`src/design/assert_macros.svh`:
```
// ----------------------------------------------------------------------------
// assert_macros.svh
// Clocked assertion helpers for the design files
// ----------------------------------------------------------------------------
`ifndef ASSERT_MACROS_SVH
`define ASSERT_MACROS_SVH

// property must hold at every rising edge outside reset
`define ASSERT_CLK(label, prop, msg) \
    label: assert property (@(posedge clk) disable iff (!rst_n) prop) \
        else $error(msg);

// expression must never be true at a rising edge outside reset
`define ASSERT_NEVER(label, expr, msg) \
    label: assert property (@(posedge clk) disable iff (!rst_n) !(expr)) \
        else $error(msg);

`endif

```
`src/design/pfop_pkg.sv`:
```
// ----------------------------------------------------------------------------
// pfop_pkg
// Shared types and constants of the pack format option parser
// ----------------------------------------------------------------------------
package pfop_pkg;

    localparam int MAX_INT_BYTES = 16;
    localparam int COUNT_W       = 32;
    localparam int SIZE_W        = 32;
    localparam int OFF_W         = 32;
    localparam int CHAR_W        = 8;
    localparam int PAD_W         = 4;
    localparam int ALIGN_W       = 5;
    localparam int CFG_W         = 5;
    localparam int CFG_IDX_W     = 3;

    // largest numeral that may still take another digit
    localparam logic [COUNT_W-1:0] COUNT_MAX = '1;
    localparam logic [COUNT_W-1:0] NUM_LIMIT =
        (COUNT_MAX - COUNT_W'(9)) / COUNT_W'(10);

    // configuration register indexes
    localparam logic [CFG_IDX_W-1:0] CFG_NATIVE_LITTLE    = 3'd0;
    localparam logic [CFG_IDX_W-1:0] CFG_NATIVE_MAX_ALIGN = 3'd1;
    localparam logic [CFG_IDX_W-1:0] CFG_INT_BYTES        = 3'd2;
    localparam logic [CFG_IDX_W-1:0] CFG_LONG_BYTES       = 3'd3;
    localparam logic [CFG_IDX_W-1:0] CFG_INTEGER_BYTES    = 3'd4;
    localparam logic [CFG_IDX_W-1:0] CFG_SIZET_BYTES      = 3'd5;
    localparam logic [CFG_IDX_W-1:0] CFG_NUMBER_BYTES     = 3'd6;

    typedef enum logic [3:0] {
        K_INT      = 4'd0,
        K_UINT     = 4'd1,
        K_FLOAT    = 4'd2,
        K_NUMBER   = 4'd3,
        K_DOUBLE   = 4'd4,
        K_CHAR     = 4'd5,
        K_STRING   = 4'd6,
        K_ZSTR     = 4'd7,
        K_PADDING  = 4'd8,
        K_PADALIGN = 4'd9,
        K_NOP      = 4'd10
    } kind_t;

    typedef enum logic [2:0] {
        E_NONE     = 3'd0,
        E_BAD_OPT  = 3'd1,
        E_INT_SIZE = 3'd2,
        E_C_SIZE   = 3'd3,
        E_X_TARGET = 3'd4,
        E_ALIGN    = 3'd5
    } err_t;

    typedef struct packed {
        logic             native_little;
        logic [CFG_W-1:0] native_max_align;
        logic [CFG_W-1:0] int_bytes;
        logic [CFG_W-1:0] long_bytes;
        logic [CFG_W-1:0] integer_bytes;
        logic [CFG_W-1:0] sizet_bytes;
        logic [CFG_W-1:0] number_bytes;
    } cfg_t;

    typedef struct packed {
        kind_t             kind;
        logic [SIZE_W-1:0] size;
        logic [PAD_W-1:0]  pad;
        logic              little;
        err_t              error;
        logic              run_end;
        logic              done_res;
    } res_t;

endpackage

```
`src/design/pfop_ifs.sv`:
```
// ----------------------------------------------------------------------------
// pfop_ifs
// Valid/ready channels for format characters and parsed options
// ----------------------------------------------------------------------------
interface pfop_fmt_if;
    logic                         valid;
    logic                         ready;
    logic [pfop_pkg::CHAR_W-1:0]  fmt_char;
    logic [pfop_pkg::OFF_W-1:0]   offset;
    logic                         format_end;

    modport source (output valid, fmt_char, offset, format_end, input ready);
    modport sink   (input valid, fmt_char, offset, format_end, output ready);
endinterface

interface pfop_res_if;
    logic                         valid;
    logic                         ready;
    pfop_pkg::kind_t              kind;
    logic [pfop_pkg::SIZE_W-1:0]  size;
    logic [pfop_pkg::PAD_W-1:0]   pad;
    logic                         little;
    pfop_pkg::err_t               error;
    logic                         run_end;
    logic                         done_res;

    modport source (output valid, kind, size, pad, little, error, run_end, done_res,
                    input ready);
    modport sink   (input valid, kind, size, pad, little, error, run_end, done_res,
                    output ready);
endinterface

```
`src/design/pfop_parser.sv`:
```
// ----------------------------------------------------------------------------
// pfop_parser
// Per-character option decode with parser state; yields up to two results
// ----------------------------------------------------------------------------
module pfop_parser (
    input  logic                         clk,
    input  logic                         rst_n,
    input  logic                         accept,
    input  logic [pfop_pkg::CHAR_W-1:0]  fmt_char,
    input  logic [pfop_pkg::OFF_W-1:0]   offset,
    input  logic                         format_end,
    input  pfop_pkg::cfg_t               cfg,
    output pfop_pkg::res_t               res0,
    output pfop_pkg::res_t               res1,
    output logic [1:0]                   res_num
);

    localparam logic [7:0] CH_SPACE   = 8'h20;
    localparam logic [7:0] CH_BANG    = 8'h21;
    localparam logic [7:0] CH_ZERO    = 8'h30;
    localparam logic [7:0] CH_NINE    = 8'h39;
    localparam logic [7:0] CH_LT      = 8'h3C;
    localparam logic [7:0] CH_EQ      = 8'h3D;
    localparam logic [7:0] CH_GT      = 8'h3E;
    localparam logic [7:0] CH_UP_B    = 8'h42;
    localparam logic [7:0] CH_UP_H    = 8'h48;
    localparam logic [7:0] CH_UP_I    = 8'h49;
    localparam logic [7:0] CH_UP_J    = 8'h4A;
    localparam logic [7:0] CH_UP_L    = 8'h4C;
    localparam logic [7:0] CH_UP_T    = 8'h54;
    localparam logic [7:0] CH_UP_X    = 8'h58;
    localparam logic [7:0] CH_LO_B    = 8'h62;
    localparam logic [7:0] CH_LO_C    = 8'h63;
    localparam logic [7:0] CH_LO_D    = 8'h64;
    localparam logic [7:0] CH_LO_F    = 8'h66;
    localparam logic [7:0] CH_LO_H    = 8'h68;
    localparam logic [7:0] CH_LO_I    = 8'h69;
    localparam logic [7:0] CH_LO_J    = 8'h6A;
    localparam logic [7:0] CH_LO_L    = 8'h6C;
    localparam logic [7:0] CH_LO_N    = 8'h6E;
    localparam logic [7:0] CH_LO_S    = 8'h73;
    localparam logic [7:0] CH_LO_X    = 8'h78;
    localparam logic [7:0] CH_LO_Z    = 8'h7A;

    localparam int CW = pfop_pkg::COUNT_W;
    localparam int SW = pfop_pkg::SIZE_W;
    localparam int AW = pfop_pkg::ALIGN_W;

    typedef enum logic [1:0] {
        PH_IDLE  = 2'd0,
        PH_NUM   = 2'd1,
        PH_XWAIT = 2'd2,
        PH_SKIP  = 2'd3
    } phase_t;

    typedef struct packed {
        pfop_pkg::kind_t          kind;
        logic [SW-1:0]            size;
        logic [pfop_pkg::PAD_W-1:0] pad;
        pfop_pkg::err_t           err;
        logic                     skip;
    } fin_t;

    typedef struct packed {
        pfop_pkg::kind_t kind;
        logic [SW-1:0]   size;
        pfop_pkg::err_t  err;
        logic            set_ma;
        logic [AW-1:0]   ma;
    } rsv_t;

    typedef struct packed {
        pfop_pkg::kind_t kind;
        logic [SW-1:0]   size;
        pfop_pkg::err_t  err;
        logic            little;
    } dec_t;

    function automatic logic bad_int_size(input logic [CW-1:0] sz);
        return (sz == '0) || (sz > CW'(pfop_pkg::MAX_INT_BYTES));
    endfunction

    function automatic logic takes_numeral(input logic [7:0] c);
        return (c == CH_LO_I) || (c == CH_UP_I) || (c == CH_LO_S) ||
               (c == CH_LO_C) || (c == CH_BANG);
    endfunction

    // padding, X target check and clamp to the current maximum alignment
    function automatic fin_t finish_opt(input pfop_pkg::kind_t kind,
                                        input logic [SW-1:0] size,
                                        input pfop_pkg::err_t err_in,
                                        input logic is_x,
                                        input logic [AW-1:0] malign,
                                        input logic [pfop_pkg::OFF_W-1:0] loff);
        fin_t           f;
        logic [AW-1:0]  align;
        pfop_pkg::err_t err;
        err   = err_in;
        align = '0;
        f     = '0;
        if (err == pfop_pkg::E_NONE && is_x && (kind == pfop_pkg::K_CHAR || size == '0))
            err = pfop_pkg::E_X_TARGET;
        if (err == pfop_pkg::E_NONE && size > SW'(1) && (is_x || kind != pfop_pkg::K_CHAR))
        begin
            align = (size > SW'(malign)) ? malign : size[AW-1:0];
            if (align == '0 || (align & (align - AW'(1))) != '0)
                err = pfop_pkg::E_ALIGN;
            else
                f.pad = pfop_pkg::PAD_W'((align - (loff[AW-1:0] & (align - AW'(1))))
                                         & (align - AW'(1)));
        end
        f.err  = err;
        f.skip = (err != pfop_pkg::E_NONE);
        if (err != pfop_pkg::E_NONE)
        begin
            f.kind = pfop_pkg::K_NOP;
            f.size = '0;
            f.pad  = '0;
        end
        else if (is_x)
        begin
            f.kind = pfop_pkg::K_PADALIGN;
            f.size = '0;
        end
        else
        begin
            f.kind = kind;
            f.size = size;
        end
        return f;
    endfunction

    // closes an option that was waiting for its numeral
    function automatic rsv_t resolve_opt(input logic [7:0] pend,
                                         input logic [CW-1:0] num,
                                         input logic seen,
                                         input pfop_pkg::cfg_t c);
        rsv_t          v;
        logic [CW-1:0] sz;
        v      = '0;
        v.kind = pfop_pkg::K_NOP;
        v.err  = pfop_pkg::E_NONE;
        sz     = '0;
        unique case (pend)
            CH_LO_I, CH_UP_I:
            begin
                sz = seen ? num : CW'(c.int_bytes);
                if (bad_int_size(sz))
                    v.err = pfop_pkg::E_INT_SIZE;
                else
                    v.size = SW'(sz);
                v.kind = (pend == CH_LO_I) ? pfop_pkg::K_INT : pfop_pkg::K_UINT;
            end
            CH_LO_S:
            begin
                sz = seen ? num : CW'(c.sizet_bytes);
                if (bad_int_size(sz))
                    v.err = pfop_pkg::E_INT_SIZE;
                else
                    v.size = SW'(sz);
                v.kind = pfop_pkg::K_STRING;
            end
            CH_LO_C:
            begin
                if (!seen)
                    v.err = pfop_pkg::E_C_SIZE;
                else
                    v.size = SW'(num);
                v.kind = pfop_pkg::K_CHAR;
            end
            default:
            begin
                sz = seen ? num : CW'(c.native_max_align);
                if (bad_int_size(sz))
                    v.err = pfop_pkg::E_INT_SIZE;
                else
                begin
                    v.set_ma = 1'b1;
                    v.ma     = sz[AW-1:0];
                end
            end
        endcase
        return v;
    endfunction

    function automatic dec_t decode_plain(input logic [7:0] ch,
                                          input logic little_in,
                                          input pfop_pkg::cfg_t c);
        dec_t d;
        d        = '0;
        d.kind   = pfop_pkg::K_NOP;
        d.err    = pfop_pkg::E_NONE;
        d.little = little_in;
        unique case (ch)
            CH_LO_B:  begin d.size = SW'(1); d.kind = pfop_pkg::K_INT;  end
            CH_UP_B:  begin d.size = SW'(1); d.kind = pfop_pkg::K_UINT; end
            CH_LO_H:  begin d.size = SW'(2); d.kind = pfop_pkg::K_INT;  end
            CH_UP_H:  begin d.size = SW'(2); d.kind = pfop_pkg::K_UINT; end
            CH_LO_L:  begin d.size = SW'(c.long_bytes); d.kind = pfop_pkg::K_INT;  end
            CH_UP_L:  begin d.size = SW'(c.long_bytes); d.kind = pfop_pkg::K_UINT; end
            CH_LO_J:  begin d.size = SW'(c.integer_bytes); d.kind = pfop_pkg::K_INT;  end
            CH_UP_J:  begin d.size = SW'(c.integer_bytes); d.kind = pfop_pkg::K_UINT; end
            CH_UP_T:  begin d.size = SW'(c.sizet_bytes); d.kind = pfop_pkg::K_UINT; end
            CH_LO_F:  begin d.size = SW'(4); d.kind = pfop_pkg::K_FLOAT; end
            CH_LO_N:  begin d.size = SW'(c.number_bytes); d.kind = pfop_pkg::K_NUMBER; end
            CH_LO_D:  begin d.size = SW'(8); d.kind = pfop_pkg::K_DOUBLE; end
            CH_LO_Z:  d.kind = pfop_pkg::K_ZSTR;
            CH_LO_X:  begin d.size = SW'(1); d.kind = pfop_pkg::K_PADDING; end
            CH_UP_X:  d.kind = pfop_pkg::K_PADALIGN;
            CH_SPACE: ;
            CH_LT:    d.little = 1'b1;
            CH_GT:    d.little = 1'b0;
            CH_EQ:    d.little = c.native_little;
            default:  d.err = pfop_pkg::E_BAD_OPT;
        endcase
        return d;
    endfunction

    function automatic pfop_pkg::res_t to_res(input fin_t f, input logic little);
        pfop_pkg::res_t r;
        r.kind     = f.kind;
        r.size     = f.size;
        r.pad      = f.pad;
        r.little   = little;
        r.error    = f.err;
        r.run_end  = 1'b0;
        r.done_res = 1'b0;
        return r;
    endfunction

    phase_t                      phase_reg, phase_next;
    logic [7:0]                  pend_reg, pend_next;
    logic [CW-1:0]               num_reg, num_next;
    logic                        seen_reg, seen_next;
    logic                        apend_reg, apend_next;
    logic [pfop_pkg::OFF_W-1:0]  loff_reg, loff_next;
    logic                        lmode_reg, lmode_next;
    logic [AW-1:0]               malign_reg, malign_next;

    rsv_t                        rv;
    fin_t                        fv;
    dec_t                        dv;
    logic                        is_x;
    logic                        do_start;
    logic                        digit_ok;
    logic [1:0]                  cnt;
    pfop_pkg::res_t              slot [2];

    assign digit_ok = (fmt_char >= CH_ZERO) && (fmt_char <= CH_NINE) &&
                      !(seen_reg && num_reg > pfop_pkg::NUM_LIMIT);

    always_comb
    begin
        phase_next  = phase_reg;
        pend_next   = pend_reg;
        num_next    = num_reg;
        seen_next   = seen_reg;
        apend_next  = apend_reg;
        loff_next   = loff_reg;
        lmode_next  = lmode_reg;
        malign_next = malign_reg;
        rv          = '0;
        fv          = '0;
        dv          = '0;
        is_x        = 1'b0;
        do_start    = 1'b0;
        cnt         = 2'd0;
        slot[0]     = '0;
        slot[1]     = '0;

        if (phase_reg == PH_NUM)
        begin
            if (digit_ok)
            begin
                // times ten as two shifts, plus the digit
                num_next  = {num_reg[CW-4:0], 3'b000} + {num_reg[CW-2:0], 1'b0}
                            + CW'(fmt_char[3:0]);
                seen_next = 1'b1;
            end
            else
            begin
                rv   = resolve_opt(pend_reg, num_reg, seen_reg, cfg);
                is_x = apend_reg;
                if (rv.set_ma)
                    malign_next = rv.ma;
                apend_next = 1'b0;
                num_next   = '0;
                seen_next  = 1'b0;
                fv = finish_opt(rv.kind, rv.size, rv.err, is_x, malign_next, loff_next);
                slot[cnt[0]] = to_res(fv, lmode_next);
                cnt          = cnt + 2'd1;
                phase_next   = fv.skip ? PH_SKIP : PH_IDLE;
                do_start     = !fv.skip;
            end
        end
        else if (phase_reg != PH_SKIP)
            do_start = 1'b1;

        if (do_start)
        begin
            is_x = (phase_next == PH_XWAIT);
            if (!is_x)
                loff_next = offset;
            if (!is_x && fmt_char == CH_UP_X)
                phase_next = PH_XWAIT;
            else if (takes_numeral(fmt_char))
            begin
                pend_next  = fmt_char;
                num_next   = '0;
                seen_next  = 1'b0;
                apend_next = is_x;
                phase_next = PH_NUM;
            end
            else
            begin
                dv         = decode_plain(fmt_char, lmode_next, cfg);
                lmode_next = dv.little;
                fv = finish_opt(dv.kind, dv.size, dv.err, is_x, malign_next, loff_next);
                if (cnt != 2'd2)
                begin
                    slot[cnt[0]] = to_res(fv, lmode_next);
                    cnt          = cnt + 2'd1;
                end
                phase_next = fv.skip ? PH_SKIP : PH_IDLE;
            end
        end

        if (format_end)
        begin
            if (phase_next == PH_NUM)
            begin
                rv   = resolve_opt(pend_next, num_next, seen_next, cfg);
                is_x = apend_next;
                if (rv.set_ma)
                    malign_next = rv.ma;
                fv = finish_opt(rv.kind, rv.size, rv.err, is_x, malign_next, loff_next);
                if (cnt != 2'd2)
                begin
                    slot[cnt[0]] = to_res(fv, lmode_next);
                    cnt          = cnt + 2'd1;
                end
            end
            else if (phase_next == PH_XWAIT)
            begin
                // X as the final character has no target
                fv      = '0;
                fv.kind = pfop_pkg::K_NOP;
                fv.err  = pfop_pkg::E_X_TARGET;
                fv.skip = 1'b1;
                if (cnt != 2'd2)
                begin
                    slot[cnt[0]] = to_res(fv, lmode_next);
                    cnt          = cnt + 2'd1;
                end
            end
            if (cnt == 2'd0)
            begin
                fv      = '0;
                fv.kind = pfop_pkg::K_NOP;
                fv.err  = pfop_pkg::E_NONE;
                slot[0] = to_res(fv, lmode_next);
                cnt     = 2'd1;
            end
            if (cnt == 2'd2)
                slot[1].done_res = 1'b1;
            else
                slot[0].done_res = 1'b1;
            // back to start-of-format values
            phase_next  = PH_IDLE;
            pend_next   = '0;
            num_next    = '0;
            seen_next   = 1'b0;
            apend_next  = 1'b0;
            lmode_next  = cfg.native_little;
            malign_next = AW'(1);
        end

        if (cnt == 2'd2)
            slot[1].run_end = 1'b1;
        else if (cnt == 2'd1)
            slot[0].run_end = 1'b1;
    end

    assign res0    = slot[0];
    assign res1    = slot[1];
    assign res_num = cnt;

    always_ff @(posedge clk or negedge rst_n)
    begin
        if (!rst_n)
        begin
            phase_reg  <= PH_IDLE;
            pend_reg   <= '0;
            num_reg    <= '0;
            seen_reg   <= 1'b0;
            apend_reg  <= 1'b0;
            loff_reg   <= '0;
            lmode_reg  <= 1'b1;
            malign_reg <= AW'(1);
        end
        else if (accept)
        begin
            phase_reg  <= phase_next;
            pend_reg   <= pend_next;
            num_reg    <= num_next;
            seen_reg   <= seen_next;
            apend_reg  <= apend_next;
            loff_reg   <= loff_next;
            lmode_reg  <= lmode_next;
            malign_reg <= malign_next;
        end
    end

endmodule

```
`src/design/pack_format_option_parser.sv`:
```
// ----------------------------------------------------------------------------
// pack_format_option_parser
// A word's results are written to the result queue when it is accepted.
// Throughput: one format character per cycle; results leave one per cycle
// through a four-entry result queue, so a character yielding two results
// takes two of its entries. Input stalls while fewer than two slots
// are free. Reset clears the parser state, the queue and loads register
// defaults asynchronously; there is no clearing pass.
// ----------------------------------------------------------------------------
`include "assert_macros.svh"

module pack_format_option_parser (
    input  logic                             clk,
    input  logic                             rst_n,
    input  logic                             cfg_wen,
    input  logic [pfop_pkg::CFG_IDX_W-1:0]   cfg_idx,
    input  logic [pfop_pkg::CFG_W-1:0]       cfg_wdata,
    pfop_fmt_if.sink                         fmt,
    pfop_res_if.source                       res
);

    localparam int RES_DEPTH = 4;
    localparam int PTR_W     = 2;
    localparam int FILL_W    = 3;

    pfop_pkg::cfg_t   cfg_reg;
    pfop_pkg::res_t   res0, res1, head;
    logic [1:0]       res_num;
    logic [1:0]       push_num;
    logic             accept;
    logic             pop;

    pfop_pkg::res_t   fifo_reg [RES_DEPTH];
    logic [PTR_W-1:0] wptr_reg, rptr_reg;
    logic [FILL_W-1:0] fill_reg;

    // configuration registers
    always_ff @(posedge clk or negedge rst_n)
    begin
        if (!rst_n)
        begin
            cfg_reg.native_little    <= 1'b1;
            cfg_reg.native_max_align <= 5'd8;
            cfg_reg.int_bytes        <= 5'd4;
            cfg_reg.long_bytes       <= 5'd8;
            cfg_reg.integer_bytes    <= 5'd8;
            cfg_reg.sizet_bytes      <= 5'd8;
            cfg_reg.number_bytes     <= 5'd8;
        end
        else if (cfg_wen)
        begin
            unique case (cfg_idx)
                pfop_pkg::CFG_NATIVE_LITTLE:    cfg_reg.native_little    <= cfg_wdata[0];
                pfop_pkg::CFG_NATIVE_MAX_ALIGN: cfg_reg.native_max_align <= cfg_wdata;
                pfop_pkg::CFG_INT_BYTES:        cfg_reg.int_bytes        <= cfg_wdata;
                pfop_pkg::CFG_LONG_BYTES:       cfg_reg.long_bytes       <= cfg_wdata;
                pfop_pkg::CFG_INTEGER_BYTES:    cfg_reg.integer_bytes    <= cfg_wdata;
                pfop_pkg::CFG_SIZET_BYTES:      cfg_reg.sizet_bytes      <= cfg_wdata;
                pfop_pkg::CFG_NUMBER_BYTES:     cfg_reg.number_bytes     <= cfg_wdata;
                default: ;
            endcase
        end
    end

    // room for the worst case of two results per word
    assign fmt.ready = (fill_reg <= FILL_W'(RES_DEPTH - 2));
    assign accept    = fmt.valid && fmt.ready;
    assign res.valid = (fill_reg != '0);
    assign pop       = res.valid && res.ready;
    assign push_num  = accept ? res_num : 2'd0;

    pfop_parser u_parser (
        .clk        (clk),
        .rst_n      (rst_n),
        .accept     (accept),
        .fmt_char   (fmt.fmt_char),
        .offset     (fmt.offset),
        .format_end (fmt.format_end),
        .cfg        (cfg_reg),
        .res0       (res0),
        .res1       (res1),
        .res_num    (res_num)
    );

    always_ff @(posedge clk)
    begin
        if (push_num != 2'd0)
            fifo_reg[wptr_reg] <= res0;
        if (push_num == 2'd2)
            fifo_reg[wptr_reg + PTR_W'(1)] <= res1;
    end

    always_ff @(posedge clk or negedge rst_n)
    begin
        if (!rst_n)
        begin
            wptr_reg <= '0;
            rptr_reg <= '0;
            fill_reg <= '0;
        end
        else
        begin
            wptr_reg <= wptr_reg + PTR_W'(push_num);
            rptr_reg <= rptr_reg + PTR_W'(pop);
            fill_reg <= fill_reg + FILL_W'(push_num) - FILL_W'(pop);
        end
    end

    assign head         = fifo_reg[rptr_reg];
    assign res.kind     = head.kind;
    assign res.size     = head.size;
    assign res.pad      = head.pad;
    assign res.little   = head.little;
    assign res.error    = head.error;
    assign res.run_end  = head.run_end;
    assign res.done_res = head.done_res;

    `ASSERT_CLK(a_end_gives_word, (fmt.valid && fmt.ready && fmt.format_end) |=> res.valid, "format end produced no result")
    `ASSERT_CLK(a_done_is_last, (res.valid && res.done_res) |-> res.run_end, "closing result is not the last of its word")
    `ASSERT_NEVER(a_fill_bound, fill_reg > FILL_W'(RES_DEPTH), "result queue overflow")

endmodule
```
`src/flat_wrapper.sv`:
```
// flat-port wrapper written by rule: the top's interface ports become plain ports
module pack_format_option_parser_flat 
  (clk, rst_n, cfg_wen, cfg_idx, cfg_wdata, fmt_valid, fmt_fmt_char, fmt_offset, fmt_format_end, fmt_ready, res_valid, res_kind, res_size, res_pad, res_little, res_error, res_run_end, res_done_res, res_ready);
  pfop_fmt_if fmt_i ();
  pfop_res_if res_i ();
  input  logic clk;
  input  logic rst_n;
  input  logic cfg_wen;
  input  logic [pfop_pkg::CFG_IDX_W-1:0] cfg_idx;
  input  logic [pfop_pkg::CFG_W-1:0] cfg_wdata;
  input wire logic [$bits(fmt_i.valid)-1:0] fmt_valid;
  input wire logic [$bits(fmt_i.fmt_char)-1:0] fmt_fmt_char;
  input wire logic [$bits(fmt_i.offset)-1:0] fmt_offset;
  input wire logic [$bits(fmt_i.format_end)-1:0] fmt_format_end;
  output wire logic [$bits(fmt_i.ready)-1:0] fmt_ready;
  output wire logic [$bits(res_i.valid)-1:0] res_valid;
  output wire logic [$bits(res_i.kind)-1:0] res_kind;
  output wire logic [$bits(res_i.size)-1:0] res_size;
  output wire logic [$bits(res_i.pad)-1:0] res_pad;
  output wire logic [$bits(res_i.little)-1:0] res_little;
  output wire logic [$bits(res_i.error)-1:0] res_error;
  output wire logic [$bits(res_i.run_end)-1:0] res_run_end;
  output wire logic [$bits(res_i.done_res)-1:0] res_done_res;
  input wire logic [$bits(res_i.ready)-1:0] res_ready;
  assign fmt_i.valid = fmt_valid;
  assign fmt_i.fmt_char = fmt_fmt_char;
  assign fmt_i.offset = fmt_offset;
  assign fmt_i.format_end = fmt_format_end;
  assign fmt_ready = fmt_i.ready;
  assign res_valid = res_i.valid;
  assign res_kind = res_i.kind;
  assign res_size = res_i.size;
  assign res_pad = res_i.pad;
  assign res_little = res_i.little;
  assign res_error = res_i.error;
  assign res_run_end = res_i.run_end;
  assign res_done_res = res_i.done_res;
  assign res_i.ready = res_ready;
  pack_format_option_parser u_core (.clk(clk), .rst_n(rst_n), .cfg_wen(cfg_wen), .cfg_idx(cfg_idx), .cfg_wdata(cfg_wdata), .fmt(fmt_i), .res(res_i));
endmodule
```
`config.mk`:
```
export PLATFORM = sky130hd
export DESIGN_NAME = pack_format_option_parser_flat
export DESIGN_NICKNAME = d
export VERILOG_FILES = /design/src/design/pfop_pkg.sv /design/src/design/pfop_ifs.sv /design/src/design/pfop_parser.sv /design/src/design/pack_format_option_parser.sv /design/src/flat_wrapper.sv
export VERILOG_INCLUDE_DIRS = /design/src /design/src/design
export SDC_FILE = /design/constraint.sdc
export NUM_CORES = 1
export LEC_CHECK = 0
export BUFFER_PORTS_ARGS = -buffer_cell sky130_fd_sc_hd__buf_2
export CAP_MARGIN = 0
export CORE_MARGIN = 4
export CORE_UTILIZATION = 40
export CTS_BUF_LIST = sky130_fd_sc_hd__clkbuf_8
export DETAILED_ROUTE_END_ITERATION = 7
export PLACE_DENSITY = 0.55
export SETUP_SLACK_MARGIN = 0.1
export SLEW_MARGIN = 30
export SYNTH_ARGS = -nofsm -noshare
export SYNTH_HDL_FRONTEND = slang
export SYNTH_SLANG_ARGS = --single-unit
```
`constraint.sdc`:
```
create_clock -name clk -period 12.67 [get_ports clk]
set_clock_uncertainty 0.2 [all_clocks]
set_input_delay 2.534 -clock clk [delete_from_list [all_inputs] [get_ports clk]]
set_output_delay 2.534 -clock clk [all_outputs]
set_load 0.02 [all_outputs]
```
Yosys cells after proc, flatten, opt, wreduce, memory -nomap -nowiden
Memories as Yosys holds them, arrays and structs flattened.
Cells that the tools add are included.
Cells by class
  bitwise gates (word level): 11
  add/sub/neg operators: 15
  multiplexer cells: 200
  divide/modulo/power cells: 0
  shifts and indexed selects: 0
  reduce and logical (&&, ||, !) cells: 88
  multipliers: 0
  magnitude comparators: 20
  equal/unequal tests: 55
Operators with widths (count)
  $mux 92: 9
  $mux 32: 21
  $mux 36: 15
  $logic_not 32->1: 9
  $bwmux 92: 3
  $mux 46: 5
  $eq 8x7->1 const B: 27
  $pmux 36 s3: 2
  $gt 32x5->1 const B: 6
  $gt 32x1->1 const B: 3
  $gt 32x5->1: 3
  $demux 46 s1: 2
  $mux 3: 30
  $mux 5: 15
  $mux 4: 17
  $mux 2: 28
  $mux 6: 8
  $eq 8x6->1 const B: 5
  $pmux 5 s8: 1
  $mux 1: 36
  $add 32x32->32: 1
  $add 32x4->32: 1
  $gt 32x29->1 const B: 1
  $mux 8: 4
  other kinds (41): 137
Storage, ports and cells
  bits in latches: 0
  output and inout port bits: 48
  memories: 1
  word-level logic and storage cells: 408
  bits in writable memories: 184
  input bits: 54
  flip-flop bits (word level): 93
  bits in read-only memories: 0
Memory list
  u_core.fifo_reg: words 4, width 46, rd ports 1, clocked after memory_dff 0, write ports 2, RTL line pack_format_option_parser.sv:33  | pfop_pkg::res_t fifo_reg [RES_DEPTH];

Depth between registers and ports, before layout
Gate-level depths: netlist of the first run.
  word-level depth: 76
  mapped depth: 51
  depth with buffers taken out: 46

Cells and area by module
Synthesis of the first run repeated with hierarchy kept, for this count alone.
Unflattened totals
  cell total of the unflattened synthesis: 2091
  area total of the unflattened synthesis: 21698.3 sq um
Modules (own cells, without submodules)
  pfop_parser: cells an instance 1526, sequential area each 1353.8 sq um, area an instance 10895.4 sq um, instances 1
  pack_format_option_parser: cells an instance 565, sequential area each 6485.0 sq um, area an instance 10802.9 sq um, instances 1

Worst setup path after synthesis of the first run
OpenSTA, ideal clock, no wires.
  path kind: input -> register
  start point: input port fmt_fmt_char[3]
  end point: memory u_core.fifo_reg[0][9] in the netlist's numbering (data pin)
  path buffers: 2
  cell stages on the path: 37
  setup slack: 1.923 ns
  setup time: 0.131 ns
  data required time: 12.339 ns
  arrival: 10.416 ns
  path through: fa_1 inv_1 fa_1 nand2b_1 a21oi_1 o311ai_2 a21o_1 a311oi_1 o21ai_0 a32o_1 nor4b_1 a21oi_1 or4_1 buf_2 mux2_2 ha_1 nor2b_1 o21ai_0 nand2b_1 a21oi_1 nor2b_1 o22ai_1 and2_1 buf_2 nor2_1 a21oi_1 ha_1 inv_1 ha_1 or2_2 ha_1 a21o_1 a31oi_1 nand3_1 a211o_1 a211oi_2 mux2_2
RTL lines
  start, declared: RTL line flat_wrapper.sv:12  | input wire logic [$bits(fmt_i.fmt_char)-1:0] fmt_fmt_char;
  end, declared: RTL line pack_format_option_parser.sv:33

==> flow_summary.json, run 1 <==
{
  "status": "finished, final reports clean",
  "slowest_delay_ns": 0.65,
  "final_cells": 2864,
  "whs_endpoint": "u_core.fill_reg[2]",
  "synth-compound-area-share": 0.196,
  "die_area_sq_um": 53600,
  "setup_viol": 0,
  "synth_top_area_share": 0.277,
  "ctsRootBufferMaster": "clkbuf_8",
  "antenna_found_initial": 0,
  "synthFlopType": "edfxtp_1",
  "drt_iter0_drc": 1495,
  "synth_top_area_cell": "edfxtp_1",
  "start_util": 0.406,
  "clkSlewWorstSetupHoldPaths_ns": 0.06,
  "p_sw_w": 0.00173,
  "p_seq_frac": 0.303,
  "synth_top_family_by_area": "compound AO/OA/AOI/OAI gates",
  "via_per_inst": 6.10,
  "hold_path.class": "flip-flop to flip-flop",
  "synthCells": 2044,
  "ctsResizeCount": 0,
  "p_leak_nw": 8.94,
  "largest_reg_flops": 184,
  "clk_latency_ns": 0.68,
  "synth_fa_ha_area_frac": 0.0673,
  "synth.area.top_cells": "edfxtp_1, dfrtp_1, ha_1, mux4_2, nor2_1",
  "busiest_layer": "met2",
  "timing.final.crit_period_ns": 11.15,
  "grt_first_pass_wirelength_mm": 103,
  "drv_cap": 0,
  "yosysUniqueCellTypes": 110,
  "gp_congestion": 0.973,
  "ff2ff_setup_slack_ns": 1.59,
  "path_class": "primary input to flip-flop",
  "drc": 0,
  "fin_hold_ws_ns": 0.290,
  "final_util": 0.459,
  "drt_pass1_iterations": 8,
  "r2r-end": "u_core.fifo_reg[0][9]",
  "grt_usage": 0.247,
  "powerDensity_nw_per_um2": 183,
  "worstRegToRegCells": 44,
  "tritoncts": "done",
  "switching_share": 0.418,
  "cts.sinks": 276,
  "grt_use_met1": 0.358,
  "synth_xor_area_frac": 0.0136,
  "synthToLayoutAreaGrowth_pct": 12.9,
  "grt_remaining_overflow": 0,
  "clockBufferDepth": 3,
  "ys_async_sr_fraction": 0.333,
  "nets": 2318,
  "fill_cells": 4733,
  "synth_simple_gate_area_frac": 0.185,
  "final_area_sq_um": 22600,
  "grt_start_max_net_pins": 66,
  "tightest_slew_ns": 0.962,
  "synth_warnings": 0,
  "hpwl_mm": 50.0,
  "dp.cells": 2771,
  "ctsHoldBuffers": 0,
  "clockPowerShare": 0.214,
  "port_buffers": 73,
  "drv_slew": 0,
  "max_slew_margin": 0.359,
  "multi_input_area_sq_um": 11500,
  "grt_pass1_vias": 16900,
  "fp.coreArea_sq_um": 49200,
  "via_count": 17500,
  "avgSynthCellArea_sq_um": 9.77,
  "grt_setup_unrepaired": "false",
  "post_cts_buffers": 0,
  "ios": 102,
  "mostFrequentLayoutCell": "nor2_1",
  "synth_seq_area_share": 0.392,
  "path_max_fanout": 4,
  "layout-drive-gt1-share": 0.181,
  "htreeDepth": 2,
  "use_met2": 0.383,
  "placed_area_sq_um": 21500,
  "register_area_sq_um": 7840,
  "fin_crit_sh": 0.880,
  "ys_ff_latch": 276,
  "antenna_left": 0,
  "wl_per_cell_microns": 23.6,
  "totalWireLength_mm": 67.6,
  "required_ns": 12.96,
  "cpMostUsedCell": "ha_1",
  "synth.area.mux_share": 0.114,
  "r2r_start": "u_core.cfg_reg[26]",
  "vdd_drop_max_v": 0.000119,
  "syn_nets": 2203,
  "p_int_w": 0.00240,
  "fmax_mhz": 89.7,
  "hold_start": "u_core.fill_reg[2]",
  "arrival_ns": 11.44,
  "die_w_microns": 231,
  "start_kind": "primary input",
  "gr-usage-met3": 0.0445,
  "hold_violations": 0,
  "power.share.combinational": 0.483,
  "synth-edff-count": 184,
  "setup-tns-final_ns": 0,
  "cp-end-kind": "flip-flop",
  "cp_slowest_cell": "or4b_1",
  "rows": 81,
  "final_cell_mix": "nor2_1, nand2_1, edfxtp_1, o21ai_0, ha_1",
  "hold_path_depth": 1,
  "dieHeight_microns": 231,
  "num_antenna_cells": 0,
  "syn_area_sq_um": 20000,
  "cts_buffers": 50
}
==> layout make-up <==
type | count | area share
Inverter | 60 | 0.00998
Clock inverter | 40 | 0.0132
Clock buffer | 53 | 0.0323
Timing Repair Buffer | 163 | 0.0483
Multi-Input combinational cell | 1608 | 0.512
Tap cell | 664 | 0.0368
Sequential cell | 276 | 0.348
==> kinds of logic (layout without fill, tap and decap cells) <==
kind of cell               count (synthesis)  count (layout)
and+or+nand+nor                          750             750
AOI/OAI and AO/OA                        560             560
DFF                                      276             276
muxes                                    162             162
buffers and inverters                    160             316
adders and majority gates                105             105
xor gates and xnor gates                  31              31
==> power by group through the flow <==
stage / Clock, W / Sequential [W] / Combinational (W)
2_1_floorplan: 0 / 0.00120 / 0.00137
3_3_place_gp: 0 / 0.00129 / 0.00191
3_5_place_dp: 0 / 0.00127 / 0.00198
4_1_cts: 0.000912 / 0.00125 / 0.00199
5_1_grt: 0.000958 / 0.00126 / 0.00217
6_report: 0.000885 / 0.00125 / 0.00199
==> worst max-delay path: cells and delay by family <==
| family | cells | cell delay (ns) |
|---|---|---|
| buf+inv | 4 | 0.42 |
| mux | 1 | 0.22 |
| compound gates | 18 | 4.50 |
| simple gates | 8 | 1.72 |
| fa+ha+maj | 6 | 2.05 |
==> cell usage after synthesis (34+ instances only) <==
cell type,instances
mux2_2,50
a21oi_1,98
nor3_1,52
a22o_1,40
clkbuf_1,73
o21ai_0,109
mux4_2,46
nor2_1,230
edfxtp_1,184
o31ai_1,34
nand3_1,49
inv_1,56
mux2i_1,64
nand2_1,202
dfrtp_1,83
ha_1,101
==> layer usage <==
layer | vias up | share of wire
met5 | - | 0
met4 | 0 | 0.025
met3 | 106 | 0.070
met2 | 637 | 0.45
met1 | 8645 | 0.46
li1 | 8073 | -
==> worst max-delay path by stage <==
stage,startpoint,to,cells after the start
final,fmt_fmt_char[3],u_core.fifo_reg[0][9],37
after global routing,u_core.u_parser.num_reg[2],u_core.fifo_reg[1][20],49
after CTS,fmt_fmt_char[3],u_core.fifo_reg[0][9],37
after detailed placement,fmt_fmt_char[3],u_core.fifo_reg[2][20],42
after global placement,fmt_fmt_char[3],u_core.fifo_reg[0][9],38
after floorplan,fmt_fmt_char[3],u_core.fifo_reg[0][9],37
==> per-stage QoR <==
step / total power, W / worst slack (ns)
3_5_place_dp: 0.00324 / 0.955
3_3_place_gp: 0.00320 / 1.05
2_1_floorplan: 0.00257 / 1.92
6_report: 0.00413 / 1.52
5_1_grt: 0.00440 / 0.813
4_1_cts: 0.00415 / 1.61
Note: power is estimated with default switching activity, not from simulation.
==> run 2: changes to the inputs <==
Settings changed: BUFFER_PORTS_ARGS -buffer_cell sky130_fd_sc_hd__buf_2 to -buffer_cell sky130_fd_sc_hd__clkbuf_2.
==> run 2 against run 1 <==
Against the previous run:
- clock-buffer cell count up 1
- power down 2.5%
- first-iteration DRC count down 5.6%
- cell area down 0.54%
- cell count down 0.49%
- setup slack worse by 0.41 ns
- sequential power about the same
- flip-flop and latch count unchanged
- combinational power down 4%
- highest routed layer unchanged
==> flow_summary.json, run 2 (synthesis results as in run 1) <==
{
  "status": "finished, final reports clean",
  "die_area_sq_um": 53600,
  "hold_path.class": "flip-flop to flip-flop",
  "largest_reg_flops": 184,
  "setup_viol": 0,
  "wl_met2_mm": 31.0,
  "start_util": 0.406,
  "grt_pass1_vias": 17000,
  "arrival_ns": 11.72,
  "ctsHoldBuffers": 0,
  "dp.cells": 2758,
  "via_per_inst": 6.09,
  "fp.coreArea_sq_um": 49200,
  "port_buffers": 73,
  "die_w_microns": 231,
  "grt_start_max_net_pins": 65,
  "gp_congestion": 0.958,
  "hold_start": "u_core.fill_reg[2]",
  "switching_share": 0.420,
  "whs_endpoint": "u_core.fill_reg[2]",
  "hold_path_depth": 1,
  "cts.sinks": 276,
  "drv_cap": 0,
  "fmax_mhz": 86.5,
  "drc": 0,
  "r2r-end": "u_core.fifo_reg[1][31]",
  "clockBufferDepth": 3,
  "dr_wl_met3_mm": 4.33,
  "max_slew_margin": 0.373,
  "path_max_fanout": 23,
  "slowest_delay_ns": 0.69,
  "ctsResizeCount": 0,
  "cp_slowest_cell": "a221oi_1",
  "cts_buffers": 50,
  "ff2ff_setup_slack_ns": 1.11,
  "ios": 102,
  "top_layer": "met4",
  "final_cells": 2850,
  "cpMostUsedCell": "ha_1",
  "antenna_left": 0,
  "drt_iter0_drc": 1411,
  "totalWireLength_mm": 68.9,
  "drt_pass1_iterations": 5,
  "clk_latency_ns": 0.64,
  "clkSlewWorstSetupHoldPaths_ns": 0.06,
  "hpwl_mm": 51.2,
  "ctsRootBufferMaster": "clkbuf_8",
  "required_ns": 12.83,
  "synthToLayoutAreaGrowth_pct": 12.3,
  "path_class": "flip-flop to flip-flop",
  "grt_setup_unrepaired": "false",
  "htreeDepth": 2,
  "tightest_slew_ns": 0.938,
  "num_antenna_cells": 0,
  "start_kind": "flip-flop",
  "p_leak_nw": 8.91,
  "worstRegToRegCells": 44,
  "cp-end-kind": "flip-flop",
  "grt_usage": 0.252,
  "p_sw_w": 0.00169,
  "vdd_drop_max_v": 0.0000928,
  "powerDensity_nw_per_um2": 179,
  "antenna_found_initial": 1,
  "post_cts_buffers": 0,
  "final_cell_mix": "nor2_1, nand2_1, edfxtp_1, o21ai_0, ha_1",
  "fin_crit_sh": 0.912,
  "p_seq_frac": 0.311,
  "p_int_w": 0.00233,
  "via_count": 17300,
  "rows": 81,
  "dieHeight_microns": 231,
  "layout-drive-gt1-share": 0.177,
  "met1_length_mm": 31.8,
  "grt_first_pass_wirelength_mm": 105,
  "wl_per_cell_microns": 24.2,
  "setup-tns-final_ns": 0,
  "hold_violations": 0,
  "nets": 2306,
  "tritoncts": "done",
  "drv_slew": 0,
  "power.share.combinational": 0.478,
  "r2r_start": "u_core.u_parser.num_reg[9]",
  "grt_remaining_overflow": 0,
  "timing.final.crit_period_ns": 11.56,
  "clockPowerShare": 0.211,
  "mostFrequentLayoutCell": "nor2_1"
}
-- run 2: how the worst max path moves through the flow --
| stage | start | to | slack (ns) | depth (start not counted) |
|---|---|---|---|---|
| finish | u_core.u_parser.num_reg[9] | u_core.fifo_reg[1][31] | 1.11 | 44 |
| global route | u_core.u_parser.num_reg[9] | u_core.fifo_reg[3][17] | 0.40 | 44 |
| CTS | u_core.u_parser.num_reg[0] | u_core.fifo_reg[3][17] | 0.99 | 44 |
| detailed placement | fmt_fmt_char[3] | u_core.fifo_reg[2][17] | 0.73 | 39 |
| global placement | fmt_fmt_char[3] | u_core.fifo_reg[1][17] | 0.82 | 40 |
| floorplan | fmt_fmt_char[3] | u_core.fifo_reg[0][9] | 1.92 | 37 |
-- run 2: critical path, delay by kind of cell, from the launching register on --
family	cells	cell delay (ns)
buffers and inverters	5	0.86
multiplexers	1	0.32
flip-flops	1	0.56
adder cells (fa/ha/maj)	5	1.16
AO/OA/AOI/OAI	14	3.64
AND/OR/NAND/NOR	19	4.48
-- run 2: power groups by stage --
stage,logic [W],registers (W),clock network [W]
2_1_floorplan,0.00137,0.00120,0
3_3_place_gp,0.00184,0.00129,0
3_5_place_dp,0.00190,0.00127,0
4_1_cts,0.00191,0.00125,0.000878
5_1_grt,0.00209,0.00127,0.000919
6_report,0.00192,0.00125,0.000851
-- run 2: per-layer routing --
metal | GRT usage | vias to the layer above
li1 | - | 8048
met5 | 0 | -
met4 | 0.0673 | 0
met2 | 0.396 | 571
met3 | 0.0397 | 109
met1 | 0.362 | 8620
-- run 2: final cells by class --
type / count / area (sq um)
timing repair buffer: 151 / 1010
fill: 4742 / 26700
clock inverter: 37 / 256
multi-input combinational: 1608 / 11500
inverter: 60 / 225
tap: 664 / 831
clock buffer: 54 / 743
sequential: 276 / 7840
-- run 2: stage by stage --
step	cell area (sq um)	hold WS [ns]	util	worst slack [ns]	total power, W
6_report	22400	0.300	0.457	1.11	0.00402
5_1_grt	22400	0.331	0.457	0.404	0.00428
4_1_cts	22400	0.290	0.456	0.988	0.00404
3_5_place_dp	21400	0.278	0.436	0.726	0.00316
3_3_place_gp	21400	0.278	0.435	0.823	0.00313
2_1_floorplan	20000	0.260	-	1.92	0.00257
==> run 3: changes to the inputs <==
Settings changed: CORE_MARGIN 4 to 2.
Clock period 12.67 ns to 13.6 ns, I/O delays scaled along.
==> run 3 against run 2 <==
Against the previous run:
- power down 8.9%
- hold slack better by 0.0040 ns
- critical endpoint is now u_core.fifo_reg[3][31]
- setup slack better by 0.39 ns
- cell count down 1.2%
- critical path type is now primary input to flip-flop
==> flow_summary.json, run 3 (synthesis results as in run 1) <==
{
  "timing.final.crit_period_ns": 12.10,
  "drc": 0,
  "final_cell_mix": "nor2_1, nand2_1, edfxtp_1, o21ai_0, ha_1",
  "slowest_delay_ns": 0.63,
  "htreeDepth": 2,
  "hold_path.class": "flip-flop to flip-flop",
  "clk_latency_ns": 0.66,
  "tightest_slew_ns": 0.970,
  "cp-end-kind": "flip-flop",
  "antenna_found_initial": 0,
  "grt_start_max_net_pins": 65,
  "totalWireLength_mm": 66.8,
  "placed_area_sq_um": 21100,
  "fp.coreArea_sq_um": 49200,
  "fmax_mhz": 82.6,
  "arrival_ns": 12.28,
  "dieHeight_microns": 227,
  "gp_congestion": 0.985,
  "cts.sinks": 276,
  "status": "finished, final reports clean",
  "setup_viol": 0,
  "clkSlewWorstSetupHoldPaths_ns": 0.06,
  "path_max_fanout": 23,
  "largest_reg_flops": 184,
  "drt_pass1_iterations": 5,
  "wl_per_cell_microns": 23.7,
  "fin_crit_sh": 0.890,
  "vdd_drop_max_v": 0.0000792,
  "ctsResizeCount": 0,
  "required_ns": 13.78,
  "hpwl_mm": 49.7,
  "clockBufferDepth": 3,
  "layout-drive-gt1-share": 0.164,
  "powerDensity_nw_per_um2": 166,
  "start_kind": "primary input",
  "cpMostUsedCell": "buf_4",
  "drv_slew": 0,
  "max_slew_margin": 0.352,
  "port_buffers": 73,
  "tritoncts": "done",
  "grt_pass1_vias": 16500,
  "grt_usage": 0.259,
  "drt_iter0_drc": 1347,
  "grt_first_pass_wirelength_mm": 102,
  "cts_buffers": 50,
  "synthToLayoutAreaGrowth_pct": 10.7,
  "setup-tns-final_ns": 0,
  "p_leak_nw": 8.71,
  "drv_cap": 0,
  "nets": 2270,
  "die_w_microns": 227,
  "rows": 81,
  "ctsHoldBuffers": 0,
  "antenna_left": 0,
  "critical_path_buf_inv_count": 7,
  "grt_setup_unrepaired": "false",
  "mostFrequentLayoutCell": "nor2_1",
  "path_delay_family": "compound AO/OA/AOI/OAI gates",
  "final_area_sq_um": 22100,
  "grt_remaining_overflow": 0,
  "hold_violations": 0,
  "path_class": "primary input to flip-flop",
  "ios": 102,
  "post_cts_buffers": 0,
  "ctsRootBufferMaster": "clkbuf_8",
  "die_area_sq_um": 51700,
  "cp_slowest_cell": "a221oi_1",
  "start_util": 0.406,
  "via_per_inst": 6.12,
  "via_count": 17200
}
==> run 3: cell types whose count changed in the layout (fill, tap and decap cells not counted), sizes merged <==
cell / previous run / this run
inv: 81 / 85
diode: 0 / 1
bufinv: 3 / 1
clkinv: 13 / 11
buf: 79 / 43
clkinvlp: 0 / 2
==> run 3: cell type report <==
type	count	area, sq um
Antenna cell	1	2.50
Clock inverter	39	231
Sequential cell	276	7840
Multi-Input combinational cell	1608	11500
Tap cell	664	831
Inverter	60	225
Clock buffer	54	743
Fill cell	4750	27000
Timing Repair Buffer	115	706
==> run 3: path summary, 6_finish.rpt <==
path                       cells past startpoint  slack [ns]                   endpoint                   startpoint
max reg2reg                                   43        1.71     u_core.fifo_reg[3][31]  u_core.u_parser.num_reg[20]
max                                           39        1.50     u_core.fifo_reg[3][31]              fmt_fmt_char[3]
min                                            1        0.30         u_core.cfg_reg[15]           u_core.cfg_reg[15]
min in group asynchronous                      1        1.84  u_core.u_parser.apend_reg                        rst_n
min reg2reg                                    1        0.30         u_core.cfg_reg[15]           u_core.cfg_reg[15]
max in group asynchronous                      2       10.06         u_core.rptr_reg[0]                        rst_n
==> run 3: layer usage <==
| layer | vias up | share of wire | GRT usage |
|---|---|---|---|
| met5 | - | 0 | 0 |
| met4 | 0 | 0.032 | 0.0886 |
| met3 | 126 | 0.065 | 0.0459 |
| met2 | 618 | 0.44 | 0.391 |
| met1 | 8526 | 0.46 | 0.373 |
| li1 | 7972 | - | - |
==> run 3: where the power goes <==
part	switching (W)	total (W)	leakage [nW]	internal, W
Sequential	0.000109	0.00116	2.91	0.00106
Clock	0.000370	0.000763	0.579	0.000393
Combinational	0.00108	0.00174	5.22	0.000662
Total	0.00156	0.00367	8.71	0.00211
==> run 3: metrics by stage <==
step | worst slack [ns] | total power [W] | util | hold slack [ns] | instances
4_1_cts | 1.58 | 0.00369 | 0.450 | 0.308 | 2816
2_1_floorplan | 2.67 | 0.00239 | - | 0.260 | 2044
6_report | 1.50 | 0.00367 | 0.450 | 0.304 | 2817
5_1_grt | 0.747 | 0.00391 | 0.450 | 0.323 | 2816
3_5_place_dp | 0.879 | 0.00291 | 0.430 | 0.292 | 2723
3_3_place_gp | 0.975 | 0.00287 | 0.429 | 0.281 | 2720
